## src/sv/sbr_pkg.sv

```systemverilog
package sbr_pkg;

   // Kinds of control-transfer instruction, carried on the request tuser.
   typedef enum logic [1:0] {
      ACT_CALL = 2'd0,
      ACT_BICC = 2'd1,
      ACT_JMPL = 2'd2,
      ACT_TICC = 2'd3
   } action_type;

   // Condition field codes that the logic names directly.
   localparam logic [3:0] COND_ALWAYS = 4'd8;

   localparam logic [31:0] SEQ_STEP = 32'd8;
   localparam int unsigned TRAP_NUM_W = 7;

   localparam int unsigned REQ_TDATA_W = 176;
   localparam int unsigned RSP_TDATA_W = 112;

   // One request item, unpacked.
   typedef struct packed {
      action_type  action;
      logic [3:0]  cond;
      logic [3:0]  icc;
      logic [31:0] pc;
      logic [29:0] immediate;
      logic [31:0] rs1_value;
      logic [31:0] rs2_value;
      logic        use_immediate;
      logic        link_nonzero;
      logic        check_prediction;
      logic        predicted_taken;
      logic [31:0] predicted_target;
   } req_item_type;

   // One result item, unpacked.
   typedef struct packed {
      logic                  taken;
      logic [31:0]           next_pc;
      logic [31:0]           link_value;
      logic                  trap_raised;
      logic [TRAP_NUM_W-1:0] trap_number;
      logic                  unsupported;
      logic                  mispredict;
      logic                  btb_taken;
      logic [31:0]           btb_target;
   } rsp_item_type;

   // Integer condition test. The top bit of the condition inverts the base test.
   function automatic logic cond_holds(input logic [3:0] cond, input logic [3:0] icc);
      logic n;
      logic z;
      logic v;
      logic c;
      logic r;
      n = icc[3];
      z = icc[2];
      v = icc[1];
      c = icc[0];
      unique case (cond[2:0])
         3'd0: r = 1'b0;
         3'd1: r = z;
         3'd2: r = z | (n ^ v);
         3'd3: r = n ^ v;
         3'd4: r = c | z;
         3'd5: r = c;
         3'd6: r = n;
         default: r = v;
      endcase
      return cond[3] ? ~r : r;
   endfunction

endpackage

```

## src/sv/sparc_branch_resolve_core.sv

```systemverilog
// Channel | Direction | Handshake            | Payload
// req     | in        | req_tvalid/req_tready | tuser: action; tdata: operands and prediction
// rsp     | out       | rsp_tvalid/rsp_tready | tdata: resolved outcome and BTB update
//
// One item is accepted per cycle while rsp_tready does not stall the result; its result is
// offered once it has passed the input register and then the result register, with no
// bubbles between items. The two register stages sit around the target adders and the
// prediction compare.
// Reset (synchronous, active high) empties both stages; there is no other state.
// A stall on rsp_tready holds the result and backs up into the input stage.
module sparc_branch_resolve_core (
   input  logic         clock,
   input  logic         reset,
   input  logic         req_tvalid,
   output logic         req_tready,
   // [1:0] action
   input  logic [1:0]   req_tuser,
   // [3:0] cond, [7:4] icc, [39:8] pc, [69:40] immediate, [101:70] rs1_value,
   // [133:102] rs2_value, [134] use_immediate, [135] link_nonzero,
   // [136] check_prediction, [137] predicted_taken, [169:138] predicted_target
   input  logic [sbr_pkg::REQ_TDATA_W-1:0] req_tdata,
   output logic         rsp_tvalid,
   input  logic         rsp_tready,
   // [0] taken, [32:1] next_pc, [64:33] link_value, [65] trap_raised,
   // [72:66] trap_number, [73] unsupported, [74] mispredict, [75] btb_taken,
   // [107:76] btb_target
   output logic [sbr_pkg::RSP_TDATA_W-1:0] rsp_tdata
);

   sbr_pkg::req_item_type req_item;
   sbr_pkg::req_item_type item_ff;
   sbr_pkg::req_item_type item_in;
   logic                  item_valid_ff;
   logic                  item_valid_in;
   sbr_pkg::rsp_item_type rsp_ff;
   sbr_pkg::rsp_item_type rsp_in;
   logic                  rsp_valid_ff;
   logic                  rsp_valid_in;
   logic                  rsp_room;
   logic                  item_room;

   logic [31:0] op2;
   logic [31:0] seq_pc;
   logic [31:0] call_target;
   logic [31:0] bicc_target;
   logic [31:0] reg_sum;
   logic        bicc_taken;
   logic        pred_ok;
   sbr_pkg::rsp_item_type res;

   // Unpack the request item.
   always_comb begin
      req_item.action           = sbr_pkg::action_type'(req_tuser);
      req_item.cond             = req_tdata[3:0];
      req_item.icc              = req_tdata[7:4];
      req_item.pc               = req_tdata[39:8];
      req_item.immediate        = req_tdata[69:40];
      req_item.rs1_value        = req_tdata[101:70];
      req_item.rs2_value        = req_tdata[133:102];
      req_item.use_immediate    = req_tdata[134];
      req_item.link_nonzero     = req_tdata[135];
      req_item.check_prediction = req_tdata[136];
      req_item.predicted_taken  = req_tdata[137];
      req_item.predicted_target = req_tdata[169:138];
   end

   // Stage flow control: each stage moves when the one after it has room.
   assign rsp_room      = ~rsp_valid_ff | rsp_tready;
   assign item_room     = ~item_valid_ff | rsp_room;
   assign req_tready    = item_room;
   assign item_valid_in = item_room ? req_tvalid : item_valid_ff;
   assign item_in       = (item_room && req_tvalid) ? req_item : item_ff;
   assign rsp_valid_in  = rsp_room ? item_valid_ff : rsp_valid_ff;
   assign rsp_in        = (rsp_room && item_valid_ff) ? res : rsp_ff;

   // Target adders and the sequential address.
   always_comb begin
      op2         = item_ff.use_immediate ?
                    {{19{item_ff.immediate[12]}}, item_ff.immediate[12:0]} :
                    item_ff.rs2_value;
      seq_pc      = item_ff.pc + sbr_pkg::SEQ_STEP;
      call_target = item_ff.pc + {item_ff.immediate, 2'b00};
      bicc_target = item_ff.pc + {{8{item_ff.immediate[21]}}, item_ff.immediate[21:0], 2'b00};
      reg_sum     = item_ff.rs1_value + op2;
      bicc_taken  = sbr_pkg::cond_holds(item_ff.cond, item_ff.icc);
   end

   // Resolve the instruction and check the prediction.
   always_comb begin
      res = '0;
      res.next_pc = seq_pc;
      unique case (item_ff.action)
         sbr_pkg::ACT_CALL: begin
            res.taken      = 1'b1;
            res.next_pc    = call_target;
            res.link_value = item_ff.pc;
         end
         sbr_pkg::ACT_BICC: begin
            res.taken = bicc_taken;
            if (bicc_taken) begin
               res.next_pc = bicc_target;
            end
         end
         sbr_pkg::ACT_JMPL: begin
            res.taken      = 1'b1;
            res.next_pc    = reg_sum;
            res.link_value = item_ff.link_nonzero ? item_ff.pc : 32'd0;
         end
         default: begin
            if (item_ff.cond == sbr_pkg::COND_ALWAYS) begin
               res.trap_raised = 1'b1;
               res.trap_number = reg_sum[sbr_pkg::TRAP_NUM_W-1:0];
            end else begin
               res.unsupported = 1'b1;
            end
         end
      endcase

      pred_ok = (~res.taken & ~item_ff.predicted_taken) |
                (res.taken & item_ff.predicted_taken &
                 (res.next_pc == item_ff.predicted_target));
      if (item_ff.check_prediction) begin
         if (pred_ok) begin
            res.btb_taken  = item_ff.predicted_taken;
            res.btb_target = item_ff.predicted_target;
         end else begin
            res.mispredict = 1'b1;
            res.btb_taken  = (item_ff.action == sbr_pkg::ACT_JMPL) ?
                             item_ff.predicted_taken : ~item_ff.predicted_taken;
            res.btb_target = res.next_pc;
         end
      end
   end

   // Stage registers.
   always_ff @(posedge clock) begin
      if (reset) begin
         item_valid_ff <= 1'b0;
         rsp_valid_ff  <= 1'b0;
      end else begin
         item_valid_ff <= item_valid_in;
         rsp_valid_ff  <= rsp_valid_in;
      end
      item_ff <= item_in;
      rsp_ff  <= rsp_in;
   end

   // Pack the result item.
   assign rsp_tvalid = rsp_valid_ff;
   assign rsp_tdata  = {4'd0,
                        rsp_ff.btb_target,
                        rsp_ff.btb_taken,
                        rsp_ff.mispredict,
                        rsp_ff.unsupported,
                        rsp_ff.trap_number,
                        rsp_ff.trap_raised,
                        rsp_ff.link_value,
                        rsp_ff.next_pc,
                        rsp_ff.taken};

   // A trap instruction never transfers control and is either raised or unsupported.
   assert property (@(posedge clock) disable iff (reset)
      rsp_tvalid |-> !(rsp_ff.taken && (rsp_ff.trap_raised || rsp_ff.unsupported)))
      else $error("taken result also flagged as trap");

   assert property (@(posedge clock) disable iff (reset)
      rsp_tvalid |-> !(rsp_ff.trap_raised && rsp_ff.unsupported))
      else $error("trap raised and unsupported together");

   // A result only appears after an item has stood in the input stage.
   assert property (@(posedge clock) disable iff (reset)
      $rose(rsp_valid_ff) |-> $past(item_valid_ff))
      else $error("result without an item in the input stage");

   // The input stage takes nothing new while it is full and the result is stalled.
   assert property (@(posedge clock) disable iff (reset)
      (item_valid_ff && rsp_valid_ff && !rsp_tready) |=> $stable(item_ff))
      else $error("input stage overwritten during a stall");

endmodule

```

## config.mk

```make
export PLATFORM = sky130hd
export DESIGN_NAME = sparc_branch_resolve_core
export DESIGN_NICKNAME = d
export VERILOG_FILES = /design/src/sv/sbr_pkg.sv /design/src/sv/sparc_branch_resolve_core.sv
export SDC_FILE = /design/constraint.sdc
export NUM_CORES = 1
export LEC_CHECK = 0
export BUFFER_PORTS_ARGS = -buffer_cell sky130_fd_sc_hd__buf_2
export CAP_MARGIN = 20
export CORE_ASPECT_RATIO = 0.75
export CORE_MARGIN = 2
export CORE_UTILIZATION = 51
export CTS_CLUSTER_DIAMETER = 100
export DETAILED_ROUTE_END_ITERATION = 10
export PLACE_DENSITY_LB_ADDON = 0.08
export SLEW_MARGIN = 20
export SYNTH_ARGS = -nofsm -noshare
export SYNTH_HDL_FRONTEND = slang
export SYNTH_SLANG_ARGS = --single-unit
```

## constraint.sdc

```tcl
create_clock -name clock -period 7.1 [get_ports clock]
set_input_delay 1.42 -clock clock [delete_from_list [all_inputs] [get_ports clock]]
set_output_delay 1.42 -clock clock [all_outputs]
set_load 0.01 [all_outputs]
```

# [Word-level counts from Yosys, hierarchy flattened]
# Cells that the tools add are included.
[totals] word_cells=70 output_inout_bits=114 inputBits=182 register_bits=282
[classes] muxes=12 bitwise_logic=15 eq_ne=10 add_sub_neg=4 reduce_logical=6
[ops] cell="$pmux 33 s3" count=1
[ops] cell="$add 32x32->32" count=3
[ops] cell="$mux 32" count=3
[ops] cell="$pmux 32 s2" count=1
[ops] cell="$mux 33" count=1
[ops] cell="$add 32x4->32 const B" count=1
[ops] cell="$eq 32x32->1" count=1
[ops] cell="$eq 3x3->1 const B" count=3
[ops] cell="$mux 8" count=1
[ops] cell="$pmux 1 s7" count=1
[ops] cell="$eq 3x2->1 const B" count=2
[ops] cell="$not 1->1" count=6
[ops] cell="$or 1x1->1" count=5
[ops] cell="$eq 4x4->1 const B" count=1
[ops] cell="$mux 1" count=4
[ops] cell="$reduce_or 4->1" count=1
[ops] cell="$and 1x1->1" count=3
[ops] cell="$eq 3x1->1 const B" count=1
[ops] cell="$logic_not 3->1" count=1
[ops] cell="$reduce_or 3->1" count=1
[ops] cell="$eq 2x1->1 const B" count=1
[ops] cell="$eq 2x2->1 const B" count=1
[ops] cell="$logic_and 1x1->1" count=2
[ops] cell="$logic_not 2->1" count=1
[ops] cell="$xor 1x1->1" count=1

# [Logic depth before layout (Yosys ltp)]
# Gate-level depths: netlist of the first run.
[logic_depth] word_depth=11 ltp_mapped=20

# [Worst setup path after synthesis of the first run]
# No wires, ideal clock.
[synth_timing] path_type="input to register" from="input rsp_tready" to="register rsp_ff (netlist bit rsp_tdata[0]) (enable)" arrival_time_ps=6280 path_stages=2 setup_slack_ps=231 required_ps=6511 path_cell_list="nor2b_1 nor2b_1"
[synth_between] elab_chain_cells=2
[synth_lines] element="from (decl)" line_no="sparc_branch_resolve_core.sv:23" rtl="input logic rsp_tready,"
[synth_lines] element="$or 1x1->1" line_no="sparc_branch_resolve_core.sv:68" rtl="assign rsp_room = ~rsp_valid_ff | rsp_tready;"
[synth_lines] element="$logic_and 1x1->1" line_no="sparc_branch_resolve_core.sv:74" rtl="assign rsp_in = (rsp_room && item_valid_ff) ? res : rsp_ff;"
[synth_lines] element="to (signal assigned)" line_no="sparc_branch_resolve_core.sv:145" rtl="rsp_ff <= rsp_in;"
[synth_lines] element="to (decl)" line_no="sparc_branch_resolve_core.sv:35" rtl="sbr_pkg::rsp_item_type rsp_ff;"
# Every way passes these cells.
# A chain may end at the register's enable or synchronous reset.

==> impl_metrics.tcl, run 1 <==
set metrics [dict create \
    crit_buf_inv 1 \
    ys.flop_type "edfxtp_1" \
    portBuffers 285 \
    vias_per_cell 5.993 \
    ys_types 87 \
    power_mw 4.385 \
    dp.final_hpwl_mm 34.81 \
    vdd_ir_drop_max_uv 186.6 \
    start_kind "flip-flop" \
    synth_seq_cells 282 \
    combPwrFrac_pct 21.4 \
    rsz0062_at_grt "no" \
    vias 12470 \
    sw_frac_of_total_pct 28.98 \
    numCtsBuffers 27 \
    post-cts-setup-buffers 0 \
    cts_tree "built" \
    clockPowerShare_pct 32.3 \
    post_cts_resized 0 \
    layout-drive-gt1-share_pct 22.89 \
    drc 0 \
    drv_slew 0 \
    root_buffer "clkbuf_16" \
    place_area_mm2 0.01742 \
    p_switching_mw 1.271 \
    critPathKind "flip-flop to flip-flop" \
    critPathMaxFanout 30 \
    power_density_mw_per_mm2 240.0 \
    async_flop_share_pct 0 \
    p_leak_nw 7.186 \
    hold_class "flip-flop to flip-flop" \
    pwr-share-seq_pct 46.3 \
    track_usage_pct 28.37 \
    drv_cap 0 \
    cp.arrival_ns 6.35 \
    crit_chain "buf_4, mux2_2, ha_1, a21oi_1, o21ai_1, a2111oi_0, a21oi_1, xnor2_1, o21ai_0, nor2b_1, or4_1, nor4_1, nand4_1, or4b_4, a21oi_1, a311oi_1" \
    ctsHoldBuffers 0 \
    drt_iter0_markers 1515 \
    crit_family "simple AND/OR/NAND/NOR gates" \
    worst_path_most_repeated_cell "a21oi_1" \
    grt_max_degree 173 \
    slew_headroom_pct 27.52 \
    final_nets 1917 \
    start_util_pct 51.69 \
    cp_data_required_time_ns 7.36 \
    p_int_mw 3.114 \
    seq_area_mm2 0.008448 \
    firstDrtPassIters 5 \
    status "complete, no violations" \
    worst_setup_path_end_kind "flip-flop" \
    ctsHtreeMaxLevel 1 \
    finalSetupViolCount 0 \
    multiInputGateArea_mm2 0.006699 \
    fin_skew_ns 0.01749 \
    route.detailed.wl_per_inst_um 22.06 \
    fp.dieH_um 155.4 \
    rows 55 \
    synth_edf_count 280 \
    fillers 2519 \
    hold_violations 0 \
    setup_tns_ns 0 \
    antenna_found_initial 0 \
    ios 296 \
    postSynthAreaPerCell_um2 11.20 \
    clk_latency_ns 0.56 \
    final_cell_mix "buf_2 (285), edfxtp_1 (280), a21oi_1 (112), nand2_1 (97), nor2_1 (86)" \
    layout_min_cycle_time_ns 6.083 \
    final_util_pct 60.61 \
    coreArea_mm2 0.03014 \
    finalWirelength_mm 45.91 \
    drtAntennaViolNets 0 \
    cpMaxStageDelayCell "or4b_4" \
    synth_seq_area_share_pct 54.22 \
    syn_to_final_growth_pct 17.25 \
    grt_pass1_wl_mm 68.08 \
    grt_pass1_vias 11580 \
    diodes 0 \
    final_cell_area_mm2 0.01827 \
    grt-ovfl-total 0 \
    synthCells 1391 \
    clk_pin_slew_ns 0.06 \
    worstMarginPinSlew_ns 1.083 \
    cts_sinks 282 \
    slowest_delay_ns 0.75 \
    fin_crit_sh_pct 85.67 \
    final_common_cell "buf_2" \
    die_w_um 205.8 \
    yosys_warnings 0 \
    clock.fmax_ghz 0.1644 \
    gp_congestion 0.9398 \
    die_area_mm2 0.03198 \
    synth_area_mm2 0.01558 \
    clk_path_buf_depth 3 \
]
==> layout make-up <==
cell class | instances | share of cell area (%)
Timing Repair Buffer | 303 | 8.616
Clock buffer | 28 | 3.719
Sequential cell | 282 | 46.24
Inverter | 52 | 1.068
Tap cell | 399 | 2.733
Multi-Input combinational cell | 999 | 36.67
Clock inverter | 18 | 0.9520
==> power groups by stage <==
stage,Sequential [mW],Clock [mW],Combinational (mW)
2_1_floorplan,2.07,0,0.579
3_3_place_gp,2.06,0,0.903
3_5_place_dp,2.06,0,0.911
4_1_cts,2.03,1.44,0.917
5_1_grt,2.04,1.50,1.02
6_report,2.03,1.42,0.937
==> state kept, by name, indices dropped and copies added, names as in the netlist <==
register,cells
item_valid_ff,1
rsp_tvalid,1
rsp_tdata,108
item_ff,172
==> cell usage after synthesis (all sizes together) (7+ instances only) <==
cell | n | area share [%]
a211oi | 19 | 0.95
a21o | 21 | 1.1
a21oi | 115 | 3.8
a31oi | 10 | 0.40
and2 | 40 | 1.6
and3 | 14 | 0.56
buf | 16 | 0.59
clkbuf | 45 | 1.1
edfxtp | 280 | 54
ha | 68 | 5.5
inv | 51 | 1.2
mux2 | 13 | 0.94
mux2i | 13 | 0.84
nand2 | 97 | 2.3
nand2b | 7 | 0.28
nand3 | 43 | 1.4
nand4 | 24 | 0.96
nor2 | 86 | 2.1
nor2b | 15 | 0.60
nor3 | 50 | 1.6
o211ai | 17 | 0.82
o21a | 13 | 0.63
o21ai | 84 | 2.7
o221ai | 7 | 0.39
or3 | 11 | 0.44
xnor2 | 50 | 2.9
xor2 | 45 | 2.5
==> cells by family after synthesis <==
logic type	share of synthesized area (%)
AOI/OAI and AO/OA	16.06
xor gates and xnor gates	5.461
adders and majority gates	5.718
buffers and inverters	2.923
DFF	54.22
muxes	1.775
other	0.02407
and+or+nand+nor	13.82
==> path summary, 6_finish.rpt <==
path	start	end	slack [ns]	cells past startpoint
setup reg to reg	item_ff[35]	rsp_tdata[104]	1.02	16
hold / removal	item_valid_ff	rsp_tvalid	0.52	2
setup / recovery	item_ff[35]	rsp_tdata[104]	1.02	16
hold reg to reg	item_valid_ff	rsp_tvalid	0.52	2
==> routing by layer <==
metal | GRT usage, % | part of all wire, %
met1 | 45.11 | 47
met3 | 7.834 | 11
met2 | 38.38 | 40
met4 | 5.578 | 1.7
met5 | 0 | 0
==> tightest hold or removal path: stages, from the launching register on <==
cell     delay [ns]
dfxtp_1        0.33
nor2_1         0.10
nor2_1         0.04
==> per-stage QoR <==
stage,hold slack [ns],setup WS (ns),std cells
2_1_floorplan,0.4778,0.2308,1394
3_3_place_gp,0.4992,1.147,2035
3_5_place_dp,0.5104,1.083,2035
4_1_cts,0.5209,1.067,2081
5_1_grt,0.5487,0.5509,2081
6_report,0.5197,1.017,2081
No activity file was read; power rests on OpenSTA's default activity.
==> run 2: changes to the inputs <==
- ABC_AREA: default -> 1
- CORE_UTILIZATION: 51 -> 52
==> run 2 against run 1 <==
  * Synthesized cell count increased by 61%
  * Flip-flop and latch count unchanged
  * Non-clock buffer count decreased by 7
  * Final cell count increased by 44%
  * Largest cell class unchanged
  * Largest power group unchanged
==> impl_metrics.tcl, run 2 <==
set metrics [dict create \
    status "complete, no violations" \
    fillers 3008 \
    p_leak_nw 10.22 \
    reg2reg_from "item_ff[35]" \
    start_kind "flip-flop" \
    setup_tns_ns 0 \
    syn_to_final_growth_pct 15.88 \
    die_area_mm2 0.03552 \
    hold_depth 2 \
    async_flop_share_pct 0 \
    fin_crit_sh_pct 74.60 \
    critPathMaxFanout 22 \
    cts_sinks 282 \
    numCtsBuffers 28 \
    worstMarginPinSlew_ns 0.8150 \
    post_cts_resized 0 \
    postSynthAreaPerCell_um2 7.884 \
    cp_data_required_time_ns 7.43 \
    timing.reg2reg.worst_path_depth 24 \
    die_w_um 216.9 \
    final_nets 2788 \
    rrSetupSlack_ns 1.80 \
    dp.final_hpwl_mm 48.36 \
    drt_iter0_markers 1607 \
    diodes 0 \
    clk_latency_ns 0.59 \
    clock.fmax_ghz 0.1888 \
    critPathKind "flip-flop to flip-flop" \
    finalWirelength_mm 60.46 \
    firstDrtPassIters 6 \
    synth_seq_cells 282 \
    layout-drive-gt1-share_pct 15.53 \
    fp.dieH_um 163.7 \
    hold_path_startpoint "rsp_tvalid" \
    drv_cap 0 \
    final_common_cell "nand2_1" \
    vias 16170 \
    yosys_warnings 0 \
    ys_top_cells_by_count "nand2_1 (729), inv_1 (373), edfxtp_1 (280)" \
    slew_headroom_pct 45.47 \
    hold_violations 0 \
    grt_pass1_wl_mm 89.33 \
    synth_area_mm2 0.01768 \
    drv_slew 0 \
    grt-ovfl-total 0 \
    largest_reg_flops 172 \
    coreArea_mm2 0.03353 \
    layout_min_cycle_time_ns 5.296 \
    antenna_found_initial 0 \
    synth_edf_count 280 \
    met2_length_mm 28.30 \
    ctsHtreeMaxLevel 1 \
    synth_seq_area_share_pct 47.77 \
    synthCells 2243 \
    cp.arrival_ns 5.62 \
    grt_pass1_vias 15400 \
    ys.flop_type "edfxtp_1" \
    route.detailed.wl_per_inst_um 20.11 \
    hold_class "flip-flop to flip-flop" \
    cts_tree "built" \
    track_usage_pct 33.83 \
    grt_max_degree 99 \
    gp_congestion 0.9771 \
    ctsHoldBuffers 0 \
    place_area_mm2 0.01960 \
    clk_pin_slew_ns 0.06 \
    root_buffer "clkbuf_16" \
    routed.top_layer "met4" \
    dp.cells 2956 \
    setup_slack_ns 1.804 \
    route.met3.wl_mm 4.802 \
    start_util_pct 52.75 \
    vias_per_cell 5.379 \
    synth_top_area_cell "edfxtp_1" \
    stdcell_count 3006 \
    vdd_ir_drop_max_uv 199.7 \
    drtAntennaViolNets 0 \
    final_cell_mix "nand2_1 (728), inv_1 (372), buf_2 (285), edfxtp_1 (280), nor2_1 (242)" \
    power_density_mw_per_mm2 223.3 \
    finalSetupViolCount 0 \
    rsz0062_at_grt "no" \
    synthTopCellsByArea "edfxtp_1 (48%), nand2_1 (15%), inv_1 (7.9%), nor2_1 (5.1%), ha_1 (4.8%)" \
    top_register "item_ff" \
    hold_end "rsp_tvalid" \
    drc 0 \
    rows 58 \
    final_cell_area_mm2 0.02049 \
    r2r-end "rsp_tdata[105]" \
    worst_setup_path_end_kind "flip-flop" \
    wl_met1_mm 25.04 \
    fin_skew_ns 0.02412 \
    synth_top_area_share_pct 47.54 \
    portBuffers 285 \
    ios 296 \
    clk_path_buf_depth 3 \
    power_mw 4.577 \
    ys_types 42 \
    post-cts-setup-buffers 0 \
    synth_most_common_cell "nand2_1" \
    dpl_worst_slack_ns 1.867 \
]
-- run 2: cell types whose count changed after synthesis, sizes merged, moves of 21 or more --
cell and change:
and2 -36, nand4 +22, nor3 -29, nand3 +144, inv +326, a21oi -23, xnor2 -41, nand2 +643
clkbuf -30, xor2 -21, nor2 +161, nand3b +31, o21ai -42
-- run 2: cell type report --
type | count | area, um2 | share of cell area, %
Clock buffer | 38 | 758.2 | 3.700
Clock inverter | 12 | 133.9 | 0.6533
Inverter | 378 | 1424 | 6.948
Multi-Input combinational cell | 1550 | 7644 | 37.30
Sequential cell | 282 | 8448 | 41.23
Tap cell | 450 | 563.0 | 2.748
Timing Repair Buffer | 296 | 1521 | 7.425
-- run 2: kinds of logic (layout without fill, tap and decap cells) --
family          after synthesis  after routing  share of synthesized area (%)
simple gates               1287           1287                          31.39
buf+inv                     414            724                          9.169
flops                       282            282                          47.77
compound gates              145            145                          4.280
fa+ha+maj                    70             70                          5.038
xor+xnor                     33             33                          1.634
mux                          11             11                         0.7004
other cells                   1              4                        0.02121
-- run 2: worst max path at each step --
stage | from | endpoint | cells past startpoint
finish | item_ff[35] | rsp_tdata[105] | 24
global route | item_ff[35] | rsp_tdata[105] | 24
CTS | item_ff[35] | rsp_tdata[104] | 24
detailed placement | item_ff[35] | rsp_tdata[104] | 24
global placement | item_ff[35] | rsp_tdata[104] | 24
floorplan | rsp_tready | item_ff[0] | 4
-- run 2: worst max-delay path, stage by stage (launching register included) --
cell,delay [ns]
edfxtp_1,0.73
buf_4,0.36
mux2_2,0.44
ha_1,0.38
nand2_1,0.13
nor2_1,0.31
and3_1,0.21
nand2_1,0.08
nand2_1,0.17
nand2_1,0.10
nand2_1,0.08
nand2_1,0.05
nand3_1,0.24
nand4_1,0.24
nand2_1,0.11
nand2_1,0.05
nor2_1,0.15
nand2_1,0.07
nor2_1,0.20
nand4_1,0.15
buf_4,0.25
nand2_1,0.31
nand2_1,0.09
nand2_1,0.08
nor2_1,0.04
-- run 2: metrics by stage --
step / utilization, % / hold slack [ns]
after global placement: 58.46 / 0.5013
after detailed placement: 58.46 / 0.5293
after floorplan: - / 0.4626
after CTS: 61.12 / 0.5416
final: 61.12 / 0.5419
after global routing: 61.12 / 0.5662
-- run 2: power breakdown --
part | internal (mW) | total (mW) | switching, mW
logic | 0.342 | 1.08 | 0.741
clock network | 0.821 | 1.46 | 0.643
registers | 1.96 | 2.03 | 0.0684
-- run 2: layer usage --
| metal | vias up | global-route usage [%] |
|---|---|---|
| li1 | 7841 | - |
| met1 | 7517 | 44.30 |
| met2 | 695 | 56.83 |
| met3 | 116 | 5.907 |
| met4 | 0 | 12.33 |
| met5 | - | 0 |
